## config.mk

```make
export PLATFORM = sky130hd
export DESIGN_NAME = scalar_kalman_speed_fusion
export DESIGN_NICKNAME = d
export VERILOG_FILES = /design/src/rtl/core/skf_pkg.sv /design/src/rtl/core/scalar_kalman_speed_fusion.sv
export SDC_FILE = /design/constraint.sdc
export NUM_CORES = 2
export LEC_CHECK = 0
export BUFFER_PORTS_ARGS = -buffer_cell sky130_fd_sc_hd__buf_2
export CORE_AREA = 3 3 385 387
export CTS_CLUSTER_SIZE = 40
export DETAILED_ROUTE_END_ITERATION = 10
export DIE_AREA = 0 0 388 390
export MAX_ROUTING_LAYER = met4
export PLACE_DENSITY = 0.65
export SYNTH_ARGS = -nofsm -noshare
export SYNTH_HDL_FRONTEND = slang
export SYNTH_SLANG_ARGS = --single-unit
export TNS_END_PERCENT = 5
```

## constraint.sdc

```tcl
create_clock -name clk_i -period 28.6 [get_ports clk_i]
set_input_delay 5.72 -clock clk_i [delete_from_list [all_inputs] [get_ports clk_i]]
set_output_delay 5.72 -clock clk_i [all_outputs]
set_load 0.005 [all_outputs]
```

## src/rtl/core/skf_pkg.sv

```systemverilog
// Shared types, constants and microcode for the scalar Kalman speed fusion block.
// Holds the control word layout, the step program and the saturation helper.
// Depends on nothing; imported by scalar_kalman_speed_fusion and its testbench.
package skf_pkg;

  // Field and register widths.
  localparam int unsigned VAL_W   = 32;  // signed Q16.16 values
  localparam int unsigned UNC_W   = 31;  // unsigned Q15.16 uncertainty
  localparam int unsigned CFG_W   = 21;  // widest register
  localparam int unsigned CIDX_W  = 3;
  localparam int unsigned PC_W    = 5;
  localparam int unsigned TMP_W   = 36;  // scratch register, holds rounded products
  localparam int unsigned MULA_W  = 34;
  localparam int unsigned MULB_W  = 18;
  localparam int unsigned PROD_W  = MULA_W + MULB_W;
  localparam int unsigned DEN_W   = 34;
  localparam int unsigned GAIN_W  = 17;
  localparam int unsigned CNT_W   = 5;

  // Register indexes of the configuration port.
  localparam logic [CIDX_W-1:0] CFG_STEP_TIME     = 3'd0;
  localparam logic [CIDX_W-1:0] CFG_PROCESS_NOISE = 3'd1;
  localparam logic [CIDX_W-1:0] CFG_NOISE_FLOOR   = 3'd2;
  localparam logic [CIDX_W-1:0] CFG_NOISE_SLOPE   = 3'd3;
  localparam logic [CIDX_W-1:0] CFG_BIAS_GAIN     = 3'd4;
  localparam logic [CIDX_W-1:0] CFG_WARMUP_ITEMS  = 3'd5;

  // Register reset values.
  localparam logic [16:0] RST_STEP_TIME     = 17'd6554;
  localparam logic [20:0] RST_PROCESS_NOISE = 21'd32768;
  localparam logic [20:0] RST_NOISE_FLOOR   = 21'd19661;
  localparam logic [16:0] RST_NOISE_SLOPE   = 17'd6554;
  localparam logic [16:0] RST_BIAS_GAIN     = 17'd32768;
  localparam logic [5:0]  RST_WARMUP_ITEMS  = 6'd50;

  localparam logic [GAIN_W-1:0] GAIN_ONE   = 17'h10000;
  localparam logic [CNT_W-1:0]  DIV_STEPS  = 5'd16;  // quotient bits minus one

  // Saturation limits on a 37-bit intermediate sum.
  localparam logic signed [36:0] S32_MAX_X = 37'sd2147483647;
  localparam logic signed [36:0] S32_MIN_X = -37'sd2147483648;

  // Datapath operations, one per control word.
  typedef enum logic [4:0] {
    OP_NOP,
    OP_SEED,       // seed bias on first item, latch correction decision
    OP_SUM,        // tmp = sat(accel + bias)
    OP_MUL,        // prod = A * B
    OP_RND,        // tmp = prod >> 16, rounded half away from zero
    OP_ADD_SPEED,  // speed = sat(speed + tmp)
    OP_UNC_PN,     // uncertainty += process noise, saturated
    OP_ABS,        // tmp = |speed|
    OP_RSEL,       // den = uncertainty + max(floor, tmp)
    OP_DIVINIT,    // load divider with rounded dividend
    OP_DIVSTEP,    // one restoring division bit
    OP_KSET,       // gain = quotient, zero when den is zero
    OP_DIFF,       // tmp = gps - speed
    OP_KB,         // bias gain product = tmp
    OP_ADD_BIAS,   // bias = sat(bias + tmp)
    OP_UNC_SET,    // uncertainty = tmp, saturated
    OP_WARM,       // advance warm-up count
    OP_OUT         // load the output register
  } op_e;

  typedef enum logic [1:0] {
    A_T,
    A_K,
    A_UNC
  } asel_e;

  typedef enum logic [2:0] {
    B_DT,
    B_SLOPE,
    B_K,
    B_BG,
    B_KB,
    B_ONE_MINUS_K
  } bsel_e;

  // Sequencing of the step counter.
  typedef enum logic [2:0] {
    JC_NEXT,       // next step
    JC_GOTO,       // unconditional jump
    JC_WAIT_IN,    // hold until a request is taken
    JC_IF_NOCORR,  // jump when no correction applies
    JC_DIV_LOOP,   // repeat while division bits remain
    JC_WAIT_OUT    // hold while the output slot is full, then jump
  } jc_e;

  typedef struct packed {
    op_e             op;
    asel_e           a_sel;
    bsel_e           b_sel;
    jc_e             jc;
    logic [PC_W-1:0] target;
  } ctrl_word_t;

  // Named program addresses.
  localparam logic [PC_W-1:0] ST_IDLE = 5'd0;
  localparam logic [PC_W-1:0] ST_DIV  = 5'd12;
  localparam logic [PC_W-1:0] ST_WARM = 5'd28;
  localparam logic [PC_W-1:0] ST_OUT  = 5'd29;

  // Microcode program. A step that holds repeats until it may advance.
  function automatic ctrl_word_t ucode(input logic [PC_W-1:0] pc);
    ctrl_word_t w;
    w = '{op: OP_NOP, a_sel: A_T, b_sel: B_DT, jc: JC_GOTO, target: ST_IDLE};
    case (pc)
      ST_IDLE: w = '{op: OP_NOP,     a_sel: A_T,   b_sel: B_DT,   jc: JC_WAIT_IN,
                   target: ST_IDLE};
      5'd1:  w = '{op: OP_SEED,      a_sel: A_T,   b_sel: B_DT,   jc: JC_NEXT,
                   target: ST_IDLE};
      5'd2:  w = '{op: OP_SUM,       a_sel: A_T,   b_sel: B_DT,   jc: JC_NEXT,
                   target: ST_IDLE};
      5'd3:  w = '{op: OP_MUL,       a_sel: A_T,   b_sel: B_DT,   jc: JC_NEXT,
                   target: ST_IDLE};
      5'd4:  w = '{op: OP_RND,       a_sel: A_T,   b_sel: B_DT,   jc: JC_NEXT,
                   target: ST_IDLE};
      5'd5:  w = '{op: OP_ADD_SPEED, a_sel: A_T,   b_sel: B_DT,   jc: JC_NEXT,
                   target: ST_IDLE};
      5'd6:  w = '{op: OP_UNC_PN,    a_sel: A_T,   b_sel: B_DT,   jc: JC_IF_NOCORR,
                   target: ST_WARM};
      5'd7:  w = '{op: OP_ABS,       a_sel: A_T,   b_sel: B_DT,   jc: JC_NEXT,
                   target: ST_IDLE};
      5'd8:  w = '{op: OP_MUL,       a_sel: A_T,   b_sel: B_SLOPE, jc: JC_NEXT,
                   target: ST_IDLE};
      5'd9:  w = '{op: OP_RND,       a_sel: A_T,   b_sel: B_DT,   jc: JC_NEXT,
                   target: ST_IDLE};
      5'd10: w = '{op: OP_RSEL,      a_sel: A_T,   b_sel: B_DT,   jc: JC_NEXT,
                   target: ST_IDLE};
      5'd11: w = '{op: OP_DIVINIT,   a_sel: A_T,   b_sel: B_DT,   jc: JC_NEXT,
                   target: ST_IDLE};
      ST_DIV: w = '{op: OP_DIVSTEP,  a_sel: A_T,   b_sel: B_DT,   jc: JC_DIV_LOOP,
                   target: ST_DIV};
      5'd13: w = '{op: OP_KSET,      a_sel: A_T,   b_sel: B_DT,   jc: JC_NEXT,
                   target: ST_IDLE};
      5'd14: w = '{op: OP_DIFF,      a_sel: A_T,   b_sel: B_DT,   jc: JC_NEXT,
                   target: ST_IDLE};
      5'd15: w = '{op: OP_MUL,       a_sel: A_T,   b_sel: B_K,    jc: JC_NEXT,
                   target: ST_IDLE};
      5'd16: w = '{op: OP_RND,       a_sel: A_T,   b_sel: B_DT,   jc: JC_NEXT,
                   target: ST_IDLE};
      5'd17: w = '{op: OP_ADD_SPEED, a_sel: A_T,   b_sel: B_DT,   jc: JC_NEXT,
                   target: ST_IDLE};
      5'd18: w = '{op: OP_MUL,       a_sel: A_K,   b_sel: B_BG,   jc: JC_NEXT,
                   target: ST_IDLE};
      5'd19: w = '{op: OP_RND,       a_sel: A_T,   b_sel: B_DT,   jc: JC_NEXT,
                   target: ST_IDLE};
      5'd20: w = '{op: OP_KB,        a_sel: A_T,   b_sel: B_DT,   jc: JC_NEXT,
                   target: ST_IDLE};
      5'd21: w = '{op: OP_DIFF,      a_sel: A_T,   b_sel: B_DT,   jc: JC_NEXT,
                   target: ST_IDLE};
      5'd22: w = '{op: OP_MUL,       a_sel: A_T,   b_sel: B_KB,   jc: JC_NEXT,
                   target: ST_IDLE};
      5'd23: w = '{op: OP_RND,       a_sel: A_T,   b_sel: B_DT,   jc: JC_NEXT,
                   target: ST_IDLE};
      5'd24: w = '{op: OP_ADD_BIAS,  a_sel: A_T,   b_sel: B_DT,   jc: JC_NEXT,
                   target: ST_IDLE};
      5'd25: w = '{op: OP_MUL,       a_sel: A_UNC, b_sel: B_ONE_MINUS_K, jc: JC_NEXT,
                   target: ST_IDLE};
      5'd26: w = '{op: OP_RND,       a_sel: A_T,   b_sel: B_DT,   jc: JC_NEXT,
                   target: ST_IDLE};
      5'd27: w = '{op: OP_UNC_SET,   a_sel: A_T,   b_sel: B_DT,   jc: JC_NEXT,
                   target: ST_IDLE};
      ST_WARM: w = '{op: OP_WARM,    a_sel: A_T,   b_sel: B_DT,   jc: JC_NEXT,
                   target: ST_IDLE};
      ST_OUT: w = '{op: OP_OUT,      a_sel: A_T,   b_sel: B_DT,   jc: JC_WAIT_OUT,
                   target: ST_IDLE};
      default: w = '{op: OP_NOP, a_sel: A_T, b_sel: B_DT, jc: JC_GOTO, target: ST_IDLE};
    endcase
    return w;
  endfunction

  // Clamp a 37-bit signed sum to the signed 32-bit range.
  function automatic logic signed [VAL_W-1:0] sat32(input logic signed [36:0] v);
    logic signed [VAL_W-1:0] r;
    if (v > S32_MAX_X) begin
      r = 32'sh7FFF_FFFF;
    end else if (v < S32_MIN_X) begin
      r = 32'sh8000_0000;
    end else begin
      r = signed'(v[31:0]);
    end
    return r;
  endfunction

endpackage

```

## src/rtl/core/scalar_kalman_speed_fusion.sv

```systemverilog
// Scalar Kalman speed fusion with accelerometer bias tracking, top level.
// A microcoded sequencer steps one shared multiplier and a bit-serial divider.
// Depends on skf_pkg for the control word, the program and the saturation helper.
//
//   channel    direction  payload (lowest bit first)
//   s_axis     in         tdata: ground_speed[31:0], forward_accel[63:32]
//   m_axis     out        tdata: fused_speed, accel_bias, uncertainty_out, pad
//                         tuser: corrected
//   cfg        in         write enable, register index, 21-bit data
//
// An item runs every step of the program when the GPS correction applies and
// jumps from the prediction to the warm-up step when it does not; the next
// request can be taken in the cycle after the result is loaded. The restoring
// division of the gain and the single shared multiplier set the program length.
// Reset returns speed, bias and uncertainty to zero, the warm-up count to one
// and cfg registers to their defaults. A result waiting on the master side
// holds the program at its last step; a new request is taken only at step zero.
module scalar_kalman_speed_fusion (
  input  logic                        clk_i,
  input  logic                        rst_ni,
  // Input stream
  input  logic                        s_axis_tvalid,
  output logic                        s_axis_tready,
  input  logic [63:0]                 s_axis_tdata,   // ground_speed, forward_accel
  // Output stream
  output logic                        m_axis_tvalid,
  input  logic                        m_axis_tready,
  output logic [95:0]                 m_axis_tdata,   // fused_speed, accel_bias,
                                                      // uncertainty_out, zero pad
  output logic                        m_axis_tuser,   // corrected
  // Configuration writes
  input  logic                        cfg_we_i,
  input  logic [skf_pkg::CIDX_W-1:0]  cfg_idx_i,
  input  logic [skf_pkg::CFG_W-1:0]   cfg_wdata_i
);

  import skf_pkg::*;

  // Configuration registers.
  logic [16:0] step_time_q, step_time_d;
  logic [20:0] process_noise_q, process_noise_d;
  logic [20:0] noise_floor_q, noise_floor_d;
  logic [16:0] noise_slope_q, noise_slope_d;
  logic [16:0] bias_gain_q, bias_gain_d;
  logic [5:0]  warmup_items_q, warmup_items_d;

  // Filter state.
  logic signed [VAL_W-1:0] speed_q, speed_d;
  logic signed [VAL_W-1:0] bias_q, bias_d;
  logic [UNC_W-1:0]        unc_q, unc_d;
  logic [5:0]              wcnt_q, wcnt_d;
  logic                    seeded_q, seeded_d;
  logic                    corr_q, corr_d;

  // Sequencer.
  logic [PC_W-1:0] pc_q, pc_d;
  ctrl_word_t      uword;

  // Working registers.
  logic signed [VAL_W-1:0]  gps_q, gps_d;
  logic signed [VAL_W-1:0]  accel_q, accel_d;
  logic signed [TMP_W-1:0]  t_q, t_d;
  logic signed [PROD_W-1:0] prod_q, prod_d;
  logic [DEN_W-1:0]         den_q, den_d;
  logic [DEN_W-1:0]         rem_q, rem_d;
  logic [16:0]              nlow_q, nlow_d;
  logic [GAIN_W-1:0]        quot_q, quot_d;
  logic [CNT_W-1:0]         cnt_q, cnt_d;
  logic [GAIN_W-1:0]        k_q, k_d;
  logic [GAIN_W-1:0]        kb_q, kb_d;

  // Output register.
  logic                    ovalid_q, ovalid_d;
  logic signed [VAL_W-1:0] ospeed_q, ospeed_d;
  logic signed [VAL_W-1:0] obias_q, obias_d;
  logic [UNC_W-1:0]        ounc_q, ounc_d;
  logic                    ocorr_q, ocorr_d;

  // Datapath intermediates.
  logic                     in_acc;
  logic                     out_stall;
  logic signed [MULA_W-1:0] mul_a;
  logic signed [MULB_W-1:0] mul_b;
  logic signed [PROD_W-1:0] rnd_sum;
  logic signed [36:0]       add37;
  logic [DEN_W-1:0]         r_sel;
  logic [47:0]              dividend;
  logic [DEN_W:0]           trial;
  logic                     trial_ge;
  logic [31:0]              unc_pn;

  assign uword         = ucode(pc_q);
  assign s_axis_tready = (uword.jc == JC_WAIT_IN);
  assign in_acc        = s_axis_tvalid && s_axis_tready;
  assign out_stall     = ovalid_q && !m_axis_tready;

  assign m_axis_tvalid = ovalid_q;
  assign m_axis_tdata  = {1'b0, ounc_q, obias_q, ospeed_q};
  assign m_axis_tuser  = ocorr_q;

  // Configuration register writes.
  always_comb begin
    step_time_d     = step_time_q;
    process_noise_d = process_noise_q;
    noise_floor_d   = noise_floor_q;
    noise_slope_d   = noise_slope_q;
    bias_gain_d     = bias_gain_q;
    warmup_items_d  = warmup_items_q;
    if (cfg_we_i) begin
      case (cfg_idx_i)
        CFG_STEP_TIME:     step_time_d     = cfg_wdata_i[16:0];
        CFG_PROCESS_NOISE: process_noise_d = cfg_wdata_i[20:0];
        CFG_NOISE_FLOOR:   noise_floor_d   = cfg_wdata_i[20:0];
        CFG_NOISE_SLOPE:   noise_slope_d   = cfg_wdata_i[16:0];
        CFG_BIAS_GAIN:     bias_gain_d     = cfg_wdata_i[16:0];
        CFG_WARMUP_ITEMS:  warmup_items_d  = cfg_wdata_i[5:0];
        default: ;
      endcase
    end
  end

  // Next step of the program.
  always_comb begin
    case (uword.jc)
      JC_NEXT:      pc_d = pc_q + 1'b1;
      JC_GOTO:      pc_d = uword.target;
      JC_WAIT_IN:   pc_d = in_acc ? pc_q + 1'b1 : pc_q;
      JC_IF_NOCORR: pc_d = corr_q ? pc_q + 1'b1 : uword.target;
      JC_DIV_LOOP:  pc_d = (cnt_q != '0) ? pc_q : pc_q + 1'b1;
      JC_WAIT_OUT:  pc_d = out_stall ? pc_q : uword.target;
      default:      pc_d = ST_IDLE;
    endcase
  end

  // Shared multiplier operand selection.
  always_comb begin
    case (uword.a_sel)
      A_T:     mul_a = signed'(t_q[MULA_W-1:0]);
      A_K:     mul_a = signed'({17'b0, k_q});
      A_UNC:   mul_a = signed'({3'b0, unc_q});
      default: mul_a = '0;
    endcase
    case (uword.b_sel)
      B_DT:          mul_b = signed'({1'b0, step_time_q});
      B_SLOPE:       mul_b = signed'({1'b0, noise_slope_q});
      B_K:           mul_b = signed'({1'b0, k_q});
      B_BG:          mul_b = signed'({1'b0, bias_gain_q});
      B_KB:          mul_b = signed'({1'b0, kb_q});
      B_ONE_MINUS_K: mul_b = signed'({1'b0, GAIN_ONE - k_q});
      default:       mul_b = '0;
    endcase
  end

  // Shared arithmetic terms.
  always_comb begin
    // Round half away from zero: a negative product rounds with one less.
    rnd_sum  = prod_q + (prod_q[PROD_W-1] ? 52'sd32767 : 52'sd32768);
    r_sel    = (t_q[DEN_W-1:0] > DEN_W'(noise_floor_q)) ? t_q[DEN_W-1:0]
                                                        : DEN_W'(noise_floor_q);
    dividend = {1'b0, unc_q, 16'b0} + 48'(den_q >> 1);
    trial    = {rem_q, nlow_q[16]};
    trial_ge = (trial >= {1'b0, den_q});
    unc_pn   = 32'(unc_q) + 32'(process_noise_q);
    case (uword.op)
      OP_SUM:      add37 = 37'(accel_q) + 37'(bias_q);
      OP_ADD_BIAS: add37 = 37'(bias_q) + 37'(t_q);
      default:     add37 = 37'(speed_q) + 37'(t_q);
    endcase
  end

  // Datapath operations under control of the current word.
  always_comb begin
    speed_d  = speed_q;
    bias_d   = bias_q;
    unc_d    = unc_q;
    wcnt_d   = wcnt_q;
    seeded_d = seeded_q;
    corr_d   = corr_q;
    gps_d    = gps_q;
    accel_d  = accel_q;
    t_d      = t_q;
    prod_d   = prod_q;
    den_d    = den_q;
    rem_d    = rem_q;
    nlow_d   = nlow_q;
    quot_d   = quot_q;
    cnt_d    = cnt_q;
    k_d      = k_q;
    kb_d     = kb_q;
    ovalid_d = ovalid_q && !m_axis_tready;
    ospeed_d = ospeed_q;
    obias_d  = obias_q;
    ounc_d   = ounc_q;
    ocorr_d  = ocorr_q;

    if (in_acc) begin
      gps_d   = signed'(s_axis_tdata[31:0]);
      accel_d = signed'(s_axis_tdata[63:32]);
    end

    case (uword.op)
      OP_NOP: ;
      OP_SEED: begin
        if (!seeded_q) begin
          bias_d   = sat32(-37'(accel_q));
          seeded_d = 1'b1;
        end
        corr_d = (gps_q > 32'sd0) || (wcnt_q < warmup_items_q);
      end
      OP_SUM:       t_d = TMP_W'(sat32(add37));
      OP_MUL:       prod_d = PROD_W'(mul_a) * PROD_W'(mul_b);
      OP_RND:       t_d = signed'(rnd_sum[PROD_W-1:16]);
      OP_ADD_SPEED: speed_d = sat32(add37);
      OP_UNC_PN:    unc_d = unc_pn[31] ? '1 : unc_pn[UNC_W-1:0];
      OP_ABS:       t_d = speed_q[VAL_W-1] ? -TMP_W'(speed_q) : TMP_W'(speed_q);
      OP_RSEL:      den_d = DEN_W'(unc_q) + r_sel;
      OP_DIVINIT: begin
        rem_d  = DEN_W'(dividend[47:17]);
        nlow_d = dividend[16:0];
        quot_d = '0;
        cnt_d  = DIV_STEPS;
      end
      OP_DIVSTEP: begin
        rem_d  = trial_ge ? DEN_W'(trial - {1'b0, den_q}) : trial[DEN_W-1:0];
        nlow_d = {nlow_q[15:0], 1'b0};
        quot_d = {quot_q[GAIN_W-2:0], trial_ge};
        cnt_d  = cnt_q - 1'b1;
      end
      // A zero denominator means zero gain.
      OP_KSET:      k_d = (den_q == '0) ? '0 : quot_q;
      OP_DIFF:      t_d = TMP_W'(gps_q) - TMP_W'(speed_q);
      OP_KB:        kb_d = t_q[GAIN_W-1:0];
      OP_ADD_BIAS:  bias_d = sat32(add37);
      OP_UNC_SET: begin
        unc_d = (t_q > TMP_W'(32'sh7FFF_FFFF)) ? '1 : t_q[UNC_W-1:0];
      end
      OP_WARM: begin
        if (wcnt_q < warmup_items_q) begin
          wcnt_d = wcnt_q + 1'b1;
        end
      end
      OP_OUT: begin
        if (!out_stall) begin
          ovalid_d = 1'b1;
          ospeed_d = speed_q;
          obias_d  = bias_q;
          ounc_d   = unc_q;
          ocorr_d  = corr_q;
        end
      end
      default: ;
    endcase
  end

  // Control and filter state.
  always_ff @(posedge clk_i or negedge rst_ni) begin
    if (!rst_ni) begin
      pc_q            <= ST_IDLE;
      step_time_q     <= RST_STEP_TIME;
      process_noise_q <= RST_PROCESS_NOISE;
      noise_floor_q   <= RST_NOISE_FLOOR;
      noise_slope_q   <= RST_NOISE_SLOPE;
      bias_gain_q     <= RST_BIAS_GAIN;
      warmup_items_q  <= RST_WARMUP_ITEMS;
      speed_q         <= '0;
      bias_q          <= '0;
      unc_q           <= '0;
      wcnt_q          <= 6'd1;
      seeded_q        <= 1'b0;
      corr_q          <= 1'b0;
      cnt_q           <= '0;
      ovalid_q        <= 1'b0;
    end else begin
      pc_q            <= pc_d;
      step_time_q     <= step_time_d;
      process_noise_q <= process_noise_d;
      noise_floor_q   <= noise_floor_d;
      noise_slope_q   <= noise_slope_d;
      bias_gain_q     <= bias_gain_d;
      warmup_items_q  <= warmup_items_d;
      speed_q         <= speed_d;
      bias_q          <= bias_d;
      unc_q           <= unc_d;
      wcnt_q          <= wcnt_d;
      seeded_q        <= seeded_d;
      corr_q          <= corr_d;
      cnt_q           <= cnt_d;
      ovalid_q        <= ovalid_d;
    end
  end

  // Payload registers.
  always_ff @(posedge clk_i) begin
    gps_q    <= gps_d;
    accel_q  <= accel_d;
    t_q      <= t_d;
    prod_q   <= prod_d;
    den_q    <= den_d;
    rem_q    <= rem_d;
    nlow_q   <= nlow_d;
    quot_q   <= quot_d;
    k_q      <= k_d;
    kb_q     <= kb_d;
    ospeed_q <= ospeed_d;
    obias_q  <= obias_d;
    ounc_q   <= ounc_d;
    ocorr_q  <= ocorr_d;
  end

  // A request is never taken twice in a row; the program must run first.
  assert property (@(posedge clk_i) disable iff (!rst_ni)
    (s_axis_tvalid && s_axis_tready) |=> !s_axis_tready)
    else $error("input taken again before the step program ran");

  // The divider remainder stays below the divisor.
  assert property (@(posedge clk_i) disable iff (!rst_ni)
    (uword.op == OP_DIVSTEP && den_q != '0) |=> (rem_q < den_q))
    else $error("division remainder not below divisor");

  // The gain never exceeds one.
  assert property (@(posedge clk_i) disable iff (!rst_ni)
    (uword.op == OP_KSET) |=> (k_q <= GAIN_ONE))
    else $error("Kalman gain above one");

endmodule

```

==> results <==
- The run finished with clean final reports.
- In the routed layout, each cell is associated on average with a via count of 5.71.
- For the worst setup path, the data arrival time is 11.67 ns.
- The achievable frequency is 88.7 MHz.
- The number of buffers on the longest clock path is 3.
- STA classifies the critical path startpoint as a flop.
- The flip-flop and latch area is 16,900 sq um.
- At the end of the flow, the number of nets in the layout was 7,352.
- The first TritonRoute pass finished after 8 iterations.
- In the final layout, the share of cells above drive strength 1 is 9.88%.
- Dividing the final minimum period by the clock period gives 39.4%.
- The number of failing hold endpoints at the final stage is 0.
- The proportion of synthesized chip area in sequential cells is 29.1%.
- The number of buffer and inverter stages on the critical path is 7.
- Synthesis produced 6,209 cells.
- After clock tree synthesis, the clock-pin slew on the worst setup and hold paths is 0.06 ns.
- The final route contains 47.4k vias.
- The endpoint class of the critical path is a flop.
- The final-layout fill cell count is 13.9k.
- The count of input and output buffers is 190.
- The number of hold buffers added after CTS was 0.
- The starting utilization of the core area is 39.9%.
- The clock sink count is 597.
- The critical path class is reg2reg.
- The number of design rule violations left after detail routing is 0.
- The transition time at the pin with the least slew margin is 1.28 ns.
- The post-synthesis instance area is 58,000 sq um.
- The total congestion overflow after global routing is 0.
- The number of DRC markers after the initial detailed-route iteration is 4,513.
- The detailed-placement wirelength estimate is 155,000 um.
- The async set or reset register ratio after synthesis is 35.7%.
- The floorplan die area is 151,000 sq um.
- The root buffer cell chosen for the clock tree is clkbuf_16.
- The clock tree synthesis step divided the H-tree into 3 levels.
- The final critical-path required period is 11.27 ns.
- Max-cap violations in this run came to 0.
- TritonCTS built the clock tree.
- The path class of the tightest hold or removal check is reg2reg.
- The total I/O pin count is 192.
- The number of global-route vias before repair came to 47.9k.
- From left edge to right edge, the die measures 388 um.
- The maximum number of pins on one net before global-route repair is 104.
- The post-synthesis register bit count is 597.
- The detail route stage leaves a number of antenna-violating nets equal to 0.
- The post-CTS setup repair buffer count is 0.
- The routed design has 195,000 um of wire.
- The global-route wire length before repair is 297,000 um.
- In this run the tightest slew margin relative to its limit is 14.1%.
- The cell with the largest stage delay on the worst path is or4b_2.
- The later pin in the worst-skew pair is clocked with a latency of 0.68 ns.
- The congestion estimate from routability-driven global placement came to 0.984.
- Yosys printed 0 warnings.
- Setup total negative slack on the finished layout was measured at 0 ns.
- The number of core rows is 140.
- The count of endpoints failing setup in the final report is 0.
- The largest fanout on the critical path is 52.
- Setup repair after global routing left no endpoint under its margin.
- For this run, the leading register cell type out of synthesis is edfxtp_1.
- The floorplan step set the die height to 390 um.
- In this design, the critical path's most frequently occurring cell is fa_1.
- The post-synthesis to final-layout area growth is 10.0%.
- After detailed routing, the average wire length per cell comes to 23.5 um.
- The dominant delay contributor by cell family on the critical path is adder cells.
- The unique cell type count in the Yosys netlist is 95.
- The area used by multi-input combinational logic is 37,200 sq um.
- The global-route total usage across every layer is 26.5%.
- The average footprint of a synthesized cell is 9.34 sq um.
- The required time at the endpoint of the critical path is 29.00 ns.
- The initial antenna violation count is 13.
- The core area is 145,000 sq um.
- The number of pins exceeding their max-slew limit in the final report is 0.
- Buffers inserted during clock tree synthesis total 70.
- The synthesized design contains 384 enable-type register cells.
- For this run, the slowest stage of the critical path takes 0.73 ns.
- Between clock sinks in the finished design, the worst skew comes to 0.0327 ns.
- When the netlist entered floorplanning its net count stood at 7,242.
- The number of gates resized after CTS was 0.
## Yosys cell counts (22+ instances only)
cell | number | area, sq um
inv_1 | 817 | 3070
nand2_1 | 703 | 2640
fa_1 | 558 | 11200
nor2_1 | 511 | 1920
edfxtp_1 | 384 | 11500
ha_1 | 382 | 4780
a21oi_1 | 360 | 1800
o21ai_0 | 266 | 1330
xnor2_1 | 226 | 1980
clkbuf_1 | 214 | 803
dfrtp_1 | 185 | 4630
a21o_1 | 149 | 1120
mux2_2 | 102 | 1150
xor2_1 | 102 | 893
nand3_1 | 91 | 455
nor3_1 | 84 | 420
and2_1 | 74 | 463
nor2b_1 | 67 | 419
o22ai_1 | 62 | 388
o21a_1 | 53 | 398
nand2b_1 | 52 | 325
a31oi_1 | 45 | 282
nand4_1 | 42 | 263
and3_1 | 41 | 257
a22oi_1 | 40 | 300
nor4_1 | 38 | 238
o211ai_1 | 37 | 278
o21bai_1 | 35 | 263
or3_1 | 34 | 213
o31ai_1 | 31 | 233
dfstp_2 | 28 | 736
a211oi_1 | 27 | 203
a221oi_1 | 22 | 193
buf_1 | 22 | 82.6
buf_2 | 22 | 110
## cells by family after synthesis
family / count (synthesis) / synth area share [%]
flip-flops: 597 / 29.1
AO/OA/AOI/OAI: 1307 / 14.5
buffers and inverters: 1078 / 7.06
multiplexers: 124 / 2.38
adder cells (fa/ha/maj): 940 / 27.5
AND/OR/NAND/NOR: 1833 / 14.4
other: 1 / 0.00647
XOR/XNOR: 329 / 4.98
## flip-flops by register name, summed over array words and instances, names as in the netlist, 32 cells and up
register and flops:
obias_q 32, prod_q 52, bias_q 32, t_q 36
ospeed_q 32, accel_q 32, rem_q 34, gps_q 32
den_q 34, speed_q 32
## path summary, 6_finish.rpt
path | start | end | slack [ns] | cells after the start
worst max-delay path | pc_q[0] | prod_q[51] | 17.33 | 36
worst min-delay path | cnt_q[4] | cnt_q[4] | 0.48 | 1
worst min register to register | cnt_q[4] | cnt_q[4] | 0.48 | 1
min in group asynchronous | rst_ni | speed_q[0] | 5.07 | 1
max in group asynchronous | rst_ni | unc_q[11] | 21.32 | 3
worst max register to register | pc_q[0] | prod_q[51] | 17.33 | 36
## cell usage in the layout, fill, tap and decap left out, types with 102 or more instances in the layout
cell type,n
a21o_1,149
dfrtp_1,185
a21oi_1,357
xor2_1,102
buf_4,109
ha_1,382
mux2_2,102
xnor2_1,226
fa_1,558
inv_1,817
buf_2,189
o21ai_0,263
nor2_1,509
edfxtp_1,384
nand2_1,703
## metal layers
metal / wire, um / up-vias / GRT usage [%] / share of wire [%]
met5: 0 / - / - / 0
met4: 8940 / 0 / 10.3 / 4.6
met3: 18600 / 440 / 6.81 / 9.5
met2: 90200 / 2104 / 42.1 / 46
met1: 77300 / 23500 / 32.5 / 40
li1: - / 21300 / - / -
## worst register-to-register path, delay by kind of cell (launching register included)
family / cells / cell delay, ns
buf+inv: 7 / 1.32
compound gates: 12 / 2.88
xor+xnor: 1 / 0.11
fa+ha+maj: 8 / 3.81
flops: 1 / 0.54
simple gates: 8 / 2.32
## area by class of cell
cell class	instances	area share, %
multi-input cells	4534	58.4
flip-flops and latches	597	26.5
inverters	817	4.81
well taps	1917	3.76
clock buffers	92	3.04
repair buffers	299	2.79
clock inverters	37	0.737
diodes	11	0.0431
## metrics by stage
stage               util [%]  cell area, sq um  hold slack, ns  instances  worst slack (ns)
floorplan                  -             58000           0.435       6209             18.85
global placement        42.3             61400           0.459       8164             17.79
detailed placement      42.3             61400           0.464       8164             17.57
CTS                     43.9             63800           0.481       8293             17.48
global route            43.9             63800           0.508       8300             16.68
finish                  43.9             63800           0.478       8304             17.33
Power is left out: the tool's default activity adds up to more than one toggle a clock period on the data nets, which glitch-free logic cannot reach.
